**src/hdl/drvil_pkg.sv**
```systemverilog
package drvil_pkg;

	// Stream widths, padded to whole bytes, then the unpadded command and result widths.
	localparam int IN_TDATA_W  = 88;
	localparam int OUT_TDATA_W = 24;
	localparam int CMD_W       = 51;
	localparam int RES_W       = 19;

	// Field widths.
	localparam int SPEED_W = 14;
	localparam int LIMIT_W = 16;
	localparam int TIME_W  = 32;
	localparam int CFG_W   = 16;

	localparam logic [SPEED_W-1:0] SPEED_MAX = 14'd10000;

	// Register reset values.
	localparam logic [LIMIT_W-1:0] STALE_LIMIT_RST = 16'd500;
	localparam logic [SPEED_W-1:0] HOLD_RST        = 14'd100;
	localparam logic [SPEED_W-1:0] RAMP_RST        = 14'd200;

	// Owner encoding.
	typedef enum logic [1:0] {
		OWNER_NONE     = 2'd0,
		OWNER_RC       = 2'd1,
		OWNER_DIRECT   = 2'd2,
		OWNER_JOYSTICK = 2'd3
	} owner_t;

	// Configuration register indexes.
	typedef enum logic [1:0] {
		CFG_STALE_LIMIT = 2'd0,
		CFG_HOLD        = 2'd1,
		CFG_RAMP        = 2'd2
	} cfg_idx_t;

	// Command snapshot, packed exactly as the low bits of the input word.
	typedef struct packed {
		logic [TIME_W-1:0] stamp;
		logic signed [14:0] throttle;
		logic               reverse;
		logic [1:0]         owner;
		logic               enable;
	} cmd_t;

	// Result word, packed exactly as the output word.
	typedef struct packed {
		logic               stale;
		logic               handover;
		logic [1:0]         owner;
		logic               reverse;
		logic [SPEED_W-1:0] speed;
	} res_t;

	// Configuration register set.
	typedef struct packed {
		logic [LIMIT_W-1:0] stale_limit;
		logic [SPEED_W-1:0] hold;
		logic [SPEED_W-1:0] ramp;
	} cfg_t;

endpackage

```
**src/hdl/drive_interlock_ramp.sv**
```systemverilog
// Drive interlock and speed ramp. Each input word is one control tick: a command snapshot
// with its stable flag and the current time. The block takes one word per clock cycle
// back to back while its results are taken; a stalled result slot holds the input. The
// word goes through the input register, then the single state-update stage into the
// result register, where it is presented. That state update is what sets the rate. A
// stale, unstamped or disabled command ramps the speed to zero. Owner handovers and
// reversals commit only at or below the hold threshold. The user must write registers
// through cfg_we/cfg_index/cfg_data only while the block is idle, which the block itself
// does not enforce. Index 3 is ignored. No clearing pass is needed after reset.
module drive_interlock_ramp (
	input  logic                             clk,
	input  logic                             arst_n,
	// Input stream.
	input  logic                             s_axis_tvalid,
	output logic                             s_axis_tready,
	// tdata from bit 0: cmd_enable, cmd_owner[1:0], cmd_reverse, cmd_throttle[14:0],
	// cmd_stamp_ms[31:0], now_ms[31:0], zero pad.
	input  logic [drvil_pkg::IN_TDATA_W-1:0]  s_axis_tdata,
	// tuser: snapshot_stable.
	input  logic [0:0]                       s_axis_tuser,
	// Output stream.
	output logic                             m_axis_tvalid,
	input  logic                             m_axis_tready,
	// tdata from bit 0: speed_out[13:0], reverse_out, owner_out[1:0], handover_out,
	// stale_out, zero pad.
	output logic [drvil_pkg::OUT_TDATA_W-1:0] m_axis_tdata,
	// Configuration write port.
	input  logic                             cfg_we,
	input  logic [1:0]                       cfg_index,
	input  logic [drvil_pkg::CFG_W-1:0]       cfg_data
);
	import drvil_pkg::*;

	cfg_t               cfg_q;
	logic               v_s1;
	logic               adv;
	logic               load;
	logic               out_valid_q;
	cmd_t               cmd;
	logic [TIME_W-1:0]  now_ms;
	res_t               res_s2;

	// Configuration registers.
	always_ff @(posedge clk or negedge arst_n) begin
		if (!arst_n) begin
			cfg_q.stale_limit <= STALE_LIMIT_RST;
			cfg_q.hold        <= HOLD_RST;
			cfg_q.ramp        <= RAMP_RST;
		end else if (cfg_we) begin
			case (cfg_idx_t'(cfg_index))
				CFG_STALE_LIMIT: cfg_q.stale_limit <= cfg_data;
				CFG_HOLD:        cfg_q.hold        <= cfg_data[SPEED_W-1:0];
				CFG_RAMP:        cfg_q.ramp        <= cfg_data[SPEED_W-1:0];
				default: begin
				end
			endcase
		end
	end

	// Handshake: the word in the input register moves on when the result slot is free or its result is being taken.
	assign adv           = v_s1 && (!out_valid_q || m_axis_tready);
	assign s_axis_tready = !v_s1 || adv;
	assign load          = s_axis_tvalid && s_axis_tready;

	drvil_snap u_snap (
		.clk    (clk),
		.arst_n (arst_n),
		.load   (load),
		.tdata  (s_axis_tdata),
		.stable (s_axis_tuser[0]),
		.adv    (adv),
		.v_s1   (v_s1),
		.cmd    (cmd),
		.now_ms (now_ms)
	);

	drvil_ctrl u_ctrl (
		.clk    (clk),
		.arst_n (arst_n),
		.adv    (adv),
		.cmd    (cmd),
		.now_ms (now_ms),
		.cfg    (cfg_q),
		.res_s2 (res_s2)
	);

	// Result valid.
	always_ff @(posedge clk or negedge arst_n) begin
		if (!arst_n) begin
			out_valid_q <= 1'b0;
		end else if (adv) begin
			out_valid_q <= 1'b1;
		end else if (m_axis_tready) begin
			out_valid_q <= 1'b0;
		end
	end

	assign m_axis_tvalid = out_valid_q;
	assign m_axis_tdata  = {{(OUT_TDATA_W-RES_W){1'b0}}, res_s2};

	// The speed never leaves 0..10000.
	a_speed_range: assert property (@(posedge clk) disable iff (!arst_n)
		m_axis_tvalid |-> (res_s2.speed <= SPEED_MAX))
		else $error("speed out of range");

	// A word that advances always yields a result on the next cycle.
	a_adv_result: assert property (@(posedge clk) disable iff (!arst_n)
		adv |=> m_axis_tvalid)
		else $error("advanced word produced no result");

	// With the result slot empty the block always takes input.
	a_ready_empty: assert property (@(posedge clk) disable iff (!arst_n)
		!out_valid_q |-> s_axis_tready)
		else $error("input stalled with empty result slot");

endmodule

```
**src/hdl/drvil_snap.sv**
```systemverilog
module drvil_snap (
	input  logic                            clk,
	input  logic                            arst_n,
	input  logic                            load,
	input  logic [drvil_pkg::IN_TDATA_W-1:0] tdata,
	input  logic                            stable,
	input  logic                            adv,
	output logic                            v_s1,
	output drvil_pkg::cmd_t                 cmd,
	output logic [drvil_pkg::TIME_W-1:0]    now_ms
);
	import drvil_pkg::*;

	logic [IN_TDATA_W-1:0] data_s1;
	logic                  stable_s1;
	cmd_t                  saved_q;
	logic                  have_saved_q;
	cmd_t                  cmd_in;

	// Input register; payload carries no reset.
	always_ff @(posedge clk) begin
		if (load) begin
			data_s1   <= tdata;
			stable_s1 <= stable;
		end
	end

	always_ff @(posedge clk or negedge arst_n) begin
		if (!arst_n) begin
			v_s1 <= 1'b0;
		end else if (load) begin
			v_s1 <= 1'b1;
		end else if (adv) begin
			v_s1 <= 1'b0;
		end
	end

	assign cmd_in = cmd_t'(data_s1[CMD_W-1:0]);
	assign now_ms = data_s1[CMD_W+TIME_W-1:CMD_W];

	// Keep the last consistently read snapshot.
	always_ff @(posedge clk or negedge arst_n) begin
		if (!arst_n) begin
			saved_q      <= '0;
			have_saved_q <= 1'b0;
		end else if (adv && stable_s1) begin
			saved_q      <= cmd_in;
			have_saved_q <= 1'b1;
		end
	end

	// Pick the command in use: fresh, saved, or a disabled one stamped now.
	always_comb begin
		if (stable_s1) begin
			cmd = cmd_in;
		end else if (have_saved_q) begin
			cmd = saved_q;
		end else begin
			cmd       = '0;
			cmd.stamp = now_ms;
		end
	end

endmodule

```
**src/hdl/drvil_ctrl.sv**
```systemverilog
module drvil_ctrl (
	input  logic                         clk,
	input  logic                         arst_n,
	input  logic                         adv,
	input  drvil_pkg::cmd_t              cmd,
	input  logic [drvil_pkg::TIME_W-1:0] now_ms,
	input  drvil_pkg::cfg_t              cfg,
	output drvil_pkg::res_t              res_s2
);
	import drvil_pkg::*;

	logic [1:0]         owner_q;
	logic [1:0]         pending_q;
	logic               waiting_q;
	logic               reverse_q;
	logic [SPEED_W-1:0] speed_q;

	logic [TIME_W-1:0]  age;
	logic               stale;
	logic               en;
	logic [1:0]         req_owner;
	logic               slow;
	logic [1:0]         owner_a;
	logic [1:0]         owner_c;
	logic [1:0]         pending_b;
	logic [1:0]         pending_c;
	logic               waiting_b;
	logic               waiting_c;
	logic               pass;
	logic               req_dir;
	logic               reverse_n;
	logic [SPEED_W-1:0] clamped;
	logic [SPEED_W-1:0] target;
	logic [SPEED_W:0]   sum;
	logic [SPEED_W-1:0] diff;
	logic [SPEED_W-1:0] speed_n;

	// Command age and enable.
	assign age   = now_ms - cmd.stamp;
	assign stale = (cmd.stamp == '0) || (age > {{(TIME_W-LIMIT_W){1'b0}}, cfg.stale_limit});
	assign en    = !stale && cmd.enable;
	assign req_owner = en ? cmd.owner : owner_q;
	assign slow  = speed_q <= cfg.hold;

	// Owner claim, handover request and handover commit, in that order.
	always_comb begin
		owner_a = owner_q;
		if (en && !waiting_q && owner_q == OWNER_NONE && req_owner != OWNER_NONE && slow) begin
			owner_a = req_owner;
		end

		pending_b = pending_q;
		waiting_b = waiting_q;
		if (en && req_owner != OWNER_NONE && req_owner != owner_a && !slow) begin
			pending_b = req_owner;
			waiting_b = 1'b1;
		end

		owner_c   = owner_a;
		pending_c = pending_b;
		waiting_c = waiting_b;
		if (waiting_b && slow) begin
			owner_c   = pending_b;
			pending_c = OWNER_NONE;
			waiting_c = 1'b0;
		end
	end

	// Throttle clamp to 0..10000.
	always_comb begin
		if (cmd.throttle < 0) begin
			clamped = '0;
		end else if (cmd.throttle[13:0] > SPEED_MAX || cmd.throttle[14]) begin
			clamped = SPEED_MAX;
		end else begin
			clamped = cmd.throttle[SPEED_W-1:0];
		end
	end

	// Target and direction; a reversal forces the target to zero.
	always_comb begin
		pass      = en && !waiting_c;
		req_dir   = pass ? cmd.reverse : reverse_q;
		target    = pass ? clamped : '0;
		reverse_n = reverse_q;
		if (req_dir != reverse_q) begin
			target = '0;
			if (slow) begin
				reverse_n = req_dir;
			end
		end
	end

	// Ramp toward the target without overshoot; the target bounds the result to 10000.
	always_comb begin
		sum  = {1'b0, speed_q} + {1'b0, cfg.ramp};
		diff = speed_q - target;
		if (speed_q < target) begin
			speed_n = (sum > {1'b0, target}) ? target : sum[SPEED_W-1:0];
		end else if (speed_q > target) begin
			speed_n = (diff > cfg.ramp) ? speed_q - cfg.ramp : target;
		end else begin
			speed_n = speed_q;
		end
	end

	// Drive state.
	always_ff @(posedge clk or negedge arst_n) begin
		if (!arst_n) begin
			owner_q   <= OWNER_NONE;
			pending_q <= OWNER_NONE;
			waiting_q <= 1'b0;
			reverse_q <= 1'b0;
			speed_q   <= '0;
		end else if (adv) begin
			owner_q   <= owner_c;
			pending_q <= pending_c;
			waiting_q <= waiting_c;
			reverse_q <= reverse_n;
			speed_q   <= speed_n;
		end
	end

	// Result register.
	always_ff @(posedge clk) begin
		if (adv) begin
			res_s2.speed    <= speed_n;
			res_s2.reverse  <= reverse_n;
			res_s2.owner    <= owner_c;
			res_s2.handover <= waiting_c;
			res_s2.stale    <= stale;
		end
	end

endmodule
```
**config.mk**
```make
export PLATFORM = sky130hd
export DESIGN_NAME = drive_interlock_ramp
export DESIGN_NICKNAME = d
export VERILOG_FILES = /design/src/hdl/drvil_pkg.sv /design/src/hdl/drive_interlock_ramp.sv /design/src/hdl/drvil_snap.sv /design/src/hdl/drvil_ctrl.sv
export SDC_FILE = /design/constraint.sdc
export NUM_CORES = 1
export LEC_CHECK = 0
export ABC_AREA = 1
export BUFFER_PORTS_ARGS = -buffer_cell sky130_fd_sc_hd__buf_2
export CAP_MARGIN = 40
export CORE_MARGIN = 3
export CORE_UTILIZATION = 50
export CTS_CLUSTER_SIZE = 10
export DETAILED_ROUTE_END_ITERATION = 10
export HOLD_SLACK_MARGIN = 0.03
export PLACE_DENSITY_LB_ADDON = 0.15
export SETUP_SLACK_MARGIN = 0.4
export SYNTH_ARGS = -nofsm -noshare
export SYNTH_HDL_FRONTEND = slang
export SYNTH_SLANG_ARGS = --single-unit
```
**constraint.sdc**
```tcl
create_clock -name clk -period 17.75 [get_ports clk]
set_clock_uncertainty 0.15 [all_clocks]
set_input_delay 3.55 -clock clk [delete_from_list [all_inputs] [get_ports clk]]
set_output_delay 3.55 -clock clk [all_outputs]
set_load 0.005 [all_outputs]
```
== Word-level counts from Yosys, hierarchy flattened ==
Cells that the tools add are included.
Word-level totals
  flip-flop bits (word level): 221
  input port bits: 112
  output and inout bits: 26
  word-level logic and storage cells: 95
Cells by class
  $add $sub $neg: 4
  order comparisons: 8
  equal/unequal tests: 4
  muxes and demuxes: 24
  reductions and logical operators: 32
Operators by type and width (number)
  2-to-1 mux 14 bit: 8
  2-to-1 mux 51 bit: 2
  greater-than comparator 32 x 16 -> 1 bit: 1
  logical NOT 32 bit: 1
  subtractor 32 bit: 1
  greater-than comparator 14 bit: 2
  subtractor 14 bit: 2
  adder 14 x 14 -> 15 bit: 1
  greater-than comparator 15 x 14 -> 1 bit: 1
  less-than comparator 15 x 1 -> 1 bit, second input constant: 1
  greater-than comparator 14 bit, second input constant: 1
  less-or-equal comparator 14 bit: 1
  less-than comparator 14 bit: 1
  logical AND 1 bit: 13
  2-to-1 mux 2 bit: 5
  2-to-1 mux 1 bit: 9
  logical NOT 1 bit: 6
  AND reduction 2 bit: 3
  nonzero test 2 bit: 3
  logical NOT 2 bit: 2
  logical OR 1 bit: 4
  equality test 2 x 1 -> 1 bit, second input constant: 1
  equality test 2 bit, second input constant: 1
  inequality test 2 bit: 1
  inequality test 1 bit: 1

== Depth between registers and ports, before layout ==
Gate-level depths: netlist of run 1.
  depth in word-level cells: 28
  gate-level depth with buffers: 74

== Cells and area by module ==
A second synthesis of run 1 with hierarchy kept.
Unflattened totals
  cell total of the unflattened synthesis: 2280
  area, all modules: 16585.9 um2
By module, submodules not included
  drvil_ctrl: instances 1, cells each 1444, area each 8538.2 um2, sequential area each 1071.0 um2
  drvil_snap: instances 1, cells each 624, area each 6063.3 um2, sequential area each 3848.7 um2
  drive_interlock_ramp: instances 1, cells each 212, area each 1984.4 um2, sequential area each 1141.1 um2

== Worst setup path after synthesis of run 1 ==
Ideal clock, no wire load.
  path kind: register to register
  start: register u_snap.stable_s1
  end: register, netlist name u_ctrl.res_s2[10]
  library setup time: 262 ps
  arrival time: 7478 ps
  path slack: 9860 ps
  stages on the path, launching flop included: 65
  buffers on the path: 3
  path through: edfxtp_1 -> buf_4 -> inv_2 -> buf_2 -> nand3_1 -> nand2_1 -> inv_1 -> ha_1 -> fa_1 -> nor2_1 -> or2_1 -> nand2_1 -> nand2_1 -> xor2_1 -> ha_1 -> nand4_1 -> a31oi_1 -> nor2_1 -> (+29 left out) -> o21ai_0 -> nand2_1 -> inv_1 -> o21ai_0 -> nand2_1 -> xor2_1 -> inv_1 -> ha_1 -> nand2_1 -> a31oi_1 -> a211o_1 -> nand2_1 -> buf_1 -> nand2_1 -> nand2_1 -> nand2_1 -> nand2_1 -> nand2_1
On the way
  word-level cells in the longest chain between the ends: 27
  elaborated cells between the ends (all ways): 41
  those cells by class: add/sub (2); order compare (7); eq/ne (2); mux (14); reduce/logical (16)
RTL lines
  start: declaration: RTL line drvil_snap.sv:15  | logic stable_s1;
  start signal: assignment: RTL line drvil_snap.sv:24  | stable_s1 <= stable;
  2-to-1 mux 51 bit (*): RTL line drvil_snap.sv:54  | if (stable_s1) begin
  subtractor 32 bit: RTL line drvil_ctrl.sv:39  | assign age = now_ms - cmd.stamp;
  greater-than comparator 32 x 16 -> 1 bit: RTL line drvil_ctrl.sv:40  | assign stale = (cmd.stamp == '0) || (age > {{(TIME_W-LIMIT_W){1'b0}}, cfg.stale_limit});
  logical OR 1 bit: RTL line drvil_ctrl.sv:40
  logical NOT 1 bit: RTL line drvil_ctrl.sv:41  | assign en = !stale && cmd.enable;
  logical AND 1 bit: RTL line drvil_ctrl.sv:41
  2-to-1 mux 2 bit or logical AND 1 bit (tied branches): RTL line drvil_ctrl.sv:42, drvil_ctrl.sv:48
  nonzero test 2 bit or logical AND 1 bit (tied branches): RTL line drvil_ctrl.sv:48, drvil_ctrl.sv:54
  (+12 left out)
  inequality test 1 bit: RTL line drvil_ctrl.sv:86  | if (req_dir != reverse_q) begin
  2-to-1 mux 14 bit (*): RTL line drvil_ctrl.sv:86
  subtractor 14 bit: RTL line drvil_ctrl.sv:97  | diff = speed_q - target;
  greater-than comparator 14 bit: RTL line drvil_ctrl.sv:101  | speed_n = (diff > cfg.ramp) ? speed_q - cfg.ramp : target;
  2-to-1 mux 14 bit: RTL line drvil_ctrl.sv:101
  2-to-1 mux 14 bit: RTL line drvil_ctrl.sv:100  | end else if (speed_q > target) begin
  2-to-1 mux 14 bit (*): RTL line drvil_ctrl.sv:98  | if (speed_q < target) begin
  via u_ctrl.speed_n[10]: RTL line drvil_ctrl.sv:36  | logic [SPEED_W-1:0] speed_n;
The timed path passes the listed nets; every way through them passes the cells marked *.
A chain may end at the register's enable or synchronous reset.

== Worst setup path after layout of run 1 ==
  start: register u_snap.stable_s1
  end: register u_ctrl.speed_q[12]
On the way
  word-level cells in the longest chain between the ends: 27
  elaborated cells between the ends (all ways): 41
  those cells by class: add/sub (2); order compare (7); eq/ne (2); mux (14); reduce/logical (16)
RTL lines
  2-to-1 mux 51 bit (*): RTL line drvil_snap.sv:54
  subtractor 32 bit: RTL line drvil_ctrl.sv:39
  greater-than comparator 32 x 16 -> 1 bit: RTL line drvil_ctrl.sv:40
  logical OR 1 bit: RTL line drvil_ctrl.sv:40
  logical NOT 1 bit: RTL line drvil_ctrl.sv:41
  logical AND 1 bit: RTL line drvil_ctrl.sv:41
  2-to-1 mux 2 bit or logical AND 1 bit (tied branches): RTL line drvil_ctrl.sv:42, drvil_ctrl.sv:48
  nonzero test 2 bit or logical AND 1 bit (tied branches): RTL line drvil_ctrl.sv:48, drvil_ctrl.sv:54
  (+11 left out)
  2-to-1 mux 1 bit: RTL line drvil_ctrl.sv:83  | req_dir = pass ? cmd.reverse : reverse_q;
  inequality test 1 bit: RTL line drvil_ctrl.sv:86
  2-to-1 mux 14 bit (*): RTL line drvil_ctrl.sv:86
  subtractor 14 bit: RTL line drvil_ctrl.sv:97
  greater-than comparator 14 bit: RTL line drvil_ctrl.sv:101
  2-to-1 mux 14 bit: RTL line drvil_ctrl.sv:101
  2-to-1 mux 14 bit: RTL line drvil_ctrl.sv:100
  2-to-1 mux 14 bit (*): RTL line drvil_ctrl.sv:98
  end signal: assignment: RTL line drvil_ctrl.sv:120  | speed_q <= speed_n;
  end: declaration: RTL line drvil_ctrl.sv:16  | logic [SPEED_W-1:0] speed_q;
Mark *: on every way between the ends. The rest lies on a longest branch, timed or not.

==> impl_summary.log, run 1 <==
INFO  metric reg2reg_from = u_snap.stable_s1
INFO  metric synth_top_flop_cell = dfrtp_1
INFO  metric r2r.worst_path.cells = 63
INFO  metric finalHoldViolCount = 0
INFO  metric synth-compound-area-share = 0.101
INFO  metric finish.utilization = 0.576
INFO  metric grt_start_max_net_pins = 77
INFO  metric clkPwrFrac = 0.203
INFO  metric cts_buffers = 28
INFO  metric die_width = 181 um
INFO  metric path_max_fanout = 44
INFO  metric cap_viol_max_count = 0
INFO  metric drt-pass1-iter-count = 8
INFO  metric insertion_delay = about 0.57 ns
INFO  metric internal_power = around 1.5 mW
INFO  metric synth_xor_xnor_area_share = 0.0256
INFO  metric postLayoutSetupSlackWorst = 6.49 ns
INFO  metric clock_sink_count = 221
INFO  metric gp_routability_congestion = 0.959
INFO  metric post-route-drc-count = 0
INFO  metric yosys.area_share.adder = 0.113
INFO  metric run_status = finished, final reports clean
INFO  metric synth.yosys.seq_area_share = 0.394
INFO  metric met3_usage = 0.0355
INFO  metric final_design_area_no_fill = around 0.017 mm^2
INFO  metric synth.mux.area_fraction = 0.0198
INFO  metric crit_path_max_incr_delay = 0.48 ns
INFO  metric timing_max_transition_violations_final = 0
INFO  metric placedCellCount = 2,480
INFO  metric synthArstFlopShare = 0.534
INFO  metric worst_setup_path_startpoint = u_snap.stable_s1
INFO  metric synthToLayoutAreaGrowth = 12.2%
INFO  metric portBuffers = 127
INFO  metric worst_slack_at_placement = 6.62 ns
INFO  metric average_via_count_per_standard_cell = between 5 and 6
INFO  metric critical_path.startpoint_type = flop
INFO  metric insertedDiodeCount = 0
INFO  metric initial_core_util = 0.514
INFO  metric cts-resized-gates = 0
INFO  metric initialDrtViolationCount = 773
INFO  metric synth.distinct_cells = 54
INFO  metric synthesis.area_per_instance = 7.70 um^2
INFO  metric fin_cells = ~2,500
INFO  metric path_class = reg2reg
INFO  metric setup-violations-final = 0
INFO  metric clkTransAtPathRegs = 0.06 ns
INFO  metric half_perimeter_wire_length_after_placement = 35.4 mm
INFO  metric worst-endpoint-required = 18.07 ns
INFO  metric mappedNetlistArea = 0.0154 mm^2
INFO  metric synthSimpleGateAreaFrac = 0.258
INFO  metric synth_top_family_by_area = simple AND/OR/NAND/NOR gates
INFO  metric reg2reg_to = u_ctrl.speed_q[12]
INFO  metric vias_in_the_first_global_route = about 13,000
INFO  metric synthCells = 1,999
INFO  metric yosys_register_bits = 221
INFO  metric irDropWorstVdd = approximately 0.098 mV
INFO  metric detailed_place.area = 0.0164 mm^2
INFO  metric power.leakage = a little under 9 nW
INFO  metric ctsHtreeMaxLevel = 1
INFO  metric grt_setup_unrepaired = no
INFO  metric wire_length_of_the_first_global_routing_pass = 70.5 mm
INFO  metric fill_cells = roughly 2,900
INFO  metric clk_root_buffer_cell = clkbuf_16
INFO  metric route.final.wire_length = 44.7 mm
INFO  metric io-pin-count = 138
INFO  metric gr-max-usage-layer = met2
INFO  metric globalRoute.totalOverflow = 0
INFO  metric yosysWarningCount = 0
INFO  metric timing.setup.tns = 0 ns
INFO  metric ctsLongestPathBuffers = 3
INFO  metric fin_worst_hold_slack = roughly 0.33 ns
INFO  metric power_switching = 1.23 mW
INFO  metric via_count = ~13,000
INFO  metric p_total = about 2.7 mW
INFO  metric cts_tree = built
INFO  metric min-delay-path-class = reg2reg
INFO  metric p_sw_frac = 0.450
INFO  metric max_freq = between 80 and 90 MHz
INFO  metric timing.reg2reg.setup_slack = 6.49 ns
INFO  metric power_density = between 150 and 200 mW/mm^2
INFO  metric row_count = 63
INFO  metric crit_end = u_ctrl.speed_q[12]
INFO  metric cpMaxStageDelayCell = inv_2
INFO  metric postRouteAntennaNets = 0
INFO  metric final_layout_size_suffix_gt1_frac = 0.130
INFO  metric finalCritPeriodShare = 0.634
INFO  metric min_period = 11.26 ns
INFO  metric power.sequential.fraction = 0.275
INFO  metric core_area = 0.0300 mm^2
INFO  metric worst_slew_margin_rel = 0.408
INFO  metric groute.usage.overall = 0.272
INFO  metric cts.hold.buffers_added = 0
INFO  metric cp.arrival = 11.58 ns
INFO  metric initial_antenna_violation_count = 2
INFO  metric grt.met2_usage = 0.455
INFO  metric worst_pin_slew = 0.886 ns
INFO  metric endpoint_kind = flop
INFO  metric wl_per_cell = 17.7 um
INFO  metric critical_path_most_common_cell = nand2_1
INFO  metric grtUsageMet1 = 0.358
INFO  metric postCtsSetupRepairBufs = 0
INFO  metric die-area = 0.0329 mm^2
INFO  metric design.final.nets = 2,368
INFO  metric floorplan.die.height = 181 um
INFO  metric synth-edff-count = a little over 100
INFO  metric comb_power_share = 0.522
## synth_stat cells (all sizes together), types with 9 or more instances
library cell	number	area, um^2
a22oi	18	135
xor2	39	342
nor2	126	538
mux2	27	304
inv	293	1100
nor3	12	80.1
nand4	21	131
o21ai	122	618
o21bai	9	67.6
ha	132	1650
dfstp	12	315
clkbuf	22	82.6
buf	28	178
dfrtp	106	2650
nand2	669	2570
edfxtp	103	3090
a21oi	96	480
nand3	98	500
## state kept, by name, indices dropped and copies added (netlist names), 2 cells and up
name and count:
u_snap.saved_q 51, u_ctrl.pending_q 2, u_snap.data_s1 83, u_ctrl.owner_q 2, u_ctrl.res_s2 19, u_ctrl.speed_q 14, cfg_q 44
## cell families after synthesis
group	after synthesis
simple gates	948
buf+inv	345
compound gates	276
flops	221
fa+ha+maj	136
xor+xnor	45
mux	27
other cells	1
## worst max-delay path: cells and delay by family (launching register included)
family	cells	cell delay (ns)
DFF	1	0.32
adders and majority gates	4	1.36
and+or+nand+nor	37	4.57
buffers and inverters	6	1.60
xor gates and xnor gates	1	0.40
AOI/OAI and AO/OA	15	2.73
## layout by cell type (no fill, tap or decap), drive strengths merged, types with 5 or more instances in the layout
cell type,n
o211ai,6
or2,6
nand3,98
buf,137
mux2,27
edfxtp,103
nand2,669
nand4,21
inv,293
conb,5
o21ai,122
xor2,39
nor3,12
o21bai,9
dfrtp,106
ha,132
o31ai,8
xnor2,6
nor4,5
dfstp,12
clkinv,6
nor2,126
a22oi,18
clkbuf,45
a21oi,96
## routing by layer
layer / part of all wire / wire length [um] / vias up
met5: 0.00076 / 34 / -
met1: 0.43 / 19400 / 6047
met4: 0.046 / 2040 / 4
met2: 0.47 / 20900 / 352
li1: - / - / 6727
met3: 0.050 / 2240 / 101
## power groups by stage
stage               combinational, mW  sequential (mW)  clock (mW)
floorplan                        1.02            0.731           0
global placement                 1.39            0.757           0
detailed placement               1.42            0.760           0
CTS                              1.43            0.751       0.566
global route                     1.64            0.762       0.587
finish                           1.43            0.751       0.556
## cell type report
type                    instances  area, um^2  share of cell area
clock buffers                  45         795              0.0460
clock inverters                 6         109             0.00630
inverters                     295        1110              0.0643
multi-input cells            1437        7970               0.462
flip-flops and latches        221        6060               0.351
well taps                     390         488              0.0283
repair buffers                137         733              0.0425
## worst min path at each step
stage                                    from                  end  slack [ns]  depth (start not counted)
after floorplan           u_ctrl.pending_q[0]  u_ctrl.pending_q[0]        0.30                          2
after global placement     u_snap.saved_q[40]   u_snap.saved_q[40]        0.32                          2
after detailed placement   u_snap.saved_q[20]   u_snap.saved_q[20]        0.32                          2
after CTS                  u_snap.saved_q[48]   u_snap.saved_q[48]        0.34                          2
after global routing                cfg_q[39]            cfg_q[39]        0.35                          2
final                               cfg_q[29]            cfg_q[29]        0.33                          2
(Power assumes the default switching activity.)
==> run 2, diff against run 1 <==
- ABC_AREA: 1 -> 0
- clock period: 17.75 -> 9.6 ns (I/O delays scaled with it)
==> impl_summary.log, run 2 <==
INFO  metric run_status = finished, final reports clean
INFO  metric ctsLongestPathBuffers = 3
INFO  metric synth-compound-area-share = 0.157
INFO  metric path_max_fanout = 6
INFO  metric row_count = 62
INFO  metric route.final.wire_length = 39.5 mm
INFO  metric reg2reg_from = u_snap.have_saved_q
INFO  metric final_layout_size_suffix_gt1_frac = 0.305
INFO  metric postLayoutSetupSlackWorst = ~0.41 ns
INFO  metric power.leakage = 7.88 nW
INFO  metric synth.mux.area_fraction = 0.112
INFO  metric core_area = about 0.029 mm^2
INFO  metric r2r.worst_path.cells = 46
INFO  metric p_total = ~5.5 mW
INFO  metric fin_cells = 2,095
INFO  metric hold_path_end = m_axis_tvalid
INFO  metric clkTransAtPathRegs = 0.06 ns
INFO  metric worst_slew_margin_rel = 0.438
INFO  metric hold_path_depth = 1
INFO  metric finalCritPeriodShare = 0.957
INFO  metric timing.setup.tns = 0 ns
INFO  metric synth_xor_xnor_area_share = 0.0294
INFO  metric synth.distinct_cells = 85
INFO  metric ff_latch_area = 0.00606 mm^2
INFO  metric drt-pass1-iter-count = 5
INFO  metric netlist_top_cells_area = edfxtp_1 21%, dfrtp_1 18%, ha_1 11%, mux2_2 8.7%, nand2_1 3.0%
INFO  metric cts_tree = built
INFO  metric cts.hold.buffers_added = 0
INFO  metric critical_path.startpoint_type = flop
INFO  metric grt_start_max_net_pins = 53
INFO  metric placedCellCount = between 2,000 and 2,500
INFO  metric worst-endpoint-required = 9.87 ns
INFO  metric detailed_place.area = 0.0166 mm^2
INFO  metric wl_per_cell = 18.9 um
INFO  metric synthToLayoutAreaGrowth = 21.6%
INFO  metric setup-violations-final = 0
INFO  metric synth.top_cells.by_count = 132 x ha_1, 118 x nand2_1, 115 x mux2_2
INFO  metric synth-edff-count = about 100
INFO  metric fin_worst_hold_slack = about 0.33 ns
INFO  metric min_period = 9.19 ns
INFO  metric initialDrtViolationCount = 729
INFO  metric initial_core_util = 0.514
INFO  metric initial_antenna_violation_count = 0
INFO  metric clk_root_buffer_cell = clkbuf_16
INFO  metric largest_reg_flops = 83
INFO  metric synth_top_family_by_area = compound AO/OA/AOI/OAI gates
INFO  metric finish.utilization = 0.625
INFO  metric post-synth-top-area-fraction = 0.208
INFO  metric regMostFlops = u_snap.data_s1
INFO  metric yosys_register_bits = 221
INFO  metric globalRoute.totalOverflow = 0
INFO  metric insertion_delay = 0.54 ns
INFO  metric postRouteAntennaNets = 0
INFO  metric final_design_area_no_fill = around 0.018 mm^2
INFO  metric io-pin-count = 138
INFO  metric synthCells = 1,462
INFO  metric irDropWorstVdd = roughly 0.19 mV
INFO  metric yosysWarningCount = 0
INFO  metric reg2reg_to = u_ctrl.speed_q[9]
INFO  metric finalHoldViolCount = 0
INFO  metric clock_sink_count = 221
INFO  metric die-area = 0.0319 mm^2
INFO  metric endpoint_kind = flop
INFO  metric post-route-drc-count = 0
INFO  metric yosysTopAreaCell = edfxtp_1
INFO  metric timing.reg2reg.setup_slack = 0.41 ns
INFO  metric synth_top_flop_cell = dfrtp_1
INFO  metric wire_length_of_the_first_global_routing_pass = 62.4 mm
INFO  metric cpMaxStageDelayCell = or4_4
INFO  metric synthArstFlopShare = 0.534
INFO  metric worst_pin_slew = roughly 0.84 ns
INFO  metric portBuffers = 127
INFO  metric gp_routability_congestion = 0.906
INFO  metric path_class = reg2reg
INFO  metric half_perimeter_wire_length_after_placement = 30.6 mm
INFO  metric die_width = around 180 um
INFO  metric synthesis.area_per_instance = 10.2 um^2
INFO  metric cap_viol_max_count = 0
INFO  metric grt_setup_unrepaired = yes
INFO  metric biggestRegsByFlops = u_snap.data_s1 (83), u_snap.saved_q (51), cfg_q (44)
INFO  metric floorplan.die.height = 179 um
INFO  metric insertedDiodeCount = 0
INFO  metric worst_setup_path_startpoint = u_snap.have_saved_q
INFO  metric vias_in_the_first_global_route = 12,100
INFO  metric yosys.area_share.adder = 0.116
INFO  metric power_density = ~300 mW/mm^2
INFO  metric crit_path_max_incr_delay = between 0.5 and 0.6 ns
INFO  metric cts_buffers = 26
INFO  metric via_count = 12,100
INFO  metric design.final.nets = 1,940
INFO  metric cp.arrival = 9.46 ns
INFO  metric ctsHtreeMaxLevel = 1
INFO  metric average_via_count_per_standard_cell = 5.77
INFO  metric worst_slack_at_placement = -0.566 ns
INFO  metric multiInputGateArea = 0.00883 mm^2
INFO  metric min-delay-path-class = reg2reg
INFO  metric max_freq = roughly 110 MHz
INFO  metric synth.most_common_cell = ha_1
INFO  metric synthSimpleGateAreaFrac = 0.138
INFO  metric fill_cells = 2,451
INFO  metric most_frequent_cells_in_the_layout = 126 x ha_1, 126 x buf_2, 115 x buf_4
INFO  metric mappedNetlistArea = 0.0149 mm^2
INFO  metric timing_max_transition_violations_final = 0
INFO  metric worstHoldStart = u_snap.v_s1
INFO  metric groute.usage.overall = 0.244
INFO  metric synth.yosys.seq_area_share = 0.407
run 2: worst max-delay path by stage:
stage,end,slack [ns],depth (start not counted)
floorplan,u_ctrl.speed_q[5],0.55,48
global placement,u_ctrl.speed_q[2],-0.28,48
detailed placement,u_ctrl.speed_q[2],-0.57,47
CTS,u_ctrl.res_s2[7],0.40,46
global route,u_ctrl.speed_q[9],-0.04,47
finish,u_ctrl.speed_q[9],0.41,46
run 2: logic make-up (layout without fill, tap and decap cells):
kind of cell    count (synthesis)  after routing
compound gates                353            353
xor+xnor                       50             50
fa+ha+maj                     136            136
buf+inv                       145            390
flops                         221            221
mux                           152            152
other cells                     1              5
simple gates                  404            404
run 2: cell type report:
cell class	count	share of cell area
Clock buffer	44	0.0402
Clock inverter	3	0.00138
Inverter	90	0.0186
Multi-Input combinational cell	1100	0.487
Sequential cell	221	0.335
Tap cell	384	0.0265
Timing Repair Buffer	253	0.0915
run 2: timing repair:
item	CTS	global route
endpoints found under the setup margin	28	28
cloned	0	1
gates resized for setup	34	107
buffers inserted	4	19
pin swaps	16	56
run 2: critical path: cells and delay by family (launching register included):
kind,cells,cell delay (ns)
AOI/OAI and AO/OA,16,2.79
xor gates and xnor gates,2,0.28
adders and majority gates,4,1.26
buffers and inverters,4,0.56
DFF,1,0.46
muxes,3,0.75
and+or+nand+nor,17,2.80
run 2: metal layers:
metal  vias up  track usage  wire length [um]
li1       5909            -                 -
met5         -            0                 0
met3        70       0.0264              1230
met4         0       0.0851              1370
met1      5837        0.315             17200
met2       262        0.427             19700
run 2: where the power goes:
group,internal (mW),switching [mW]
clock,0.511,0.369
combinational,1.43,1.79
sequential,1.21,0.144
total,3.15,2.30
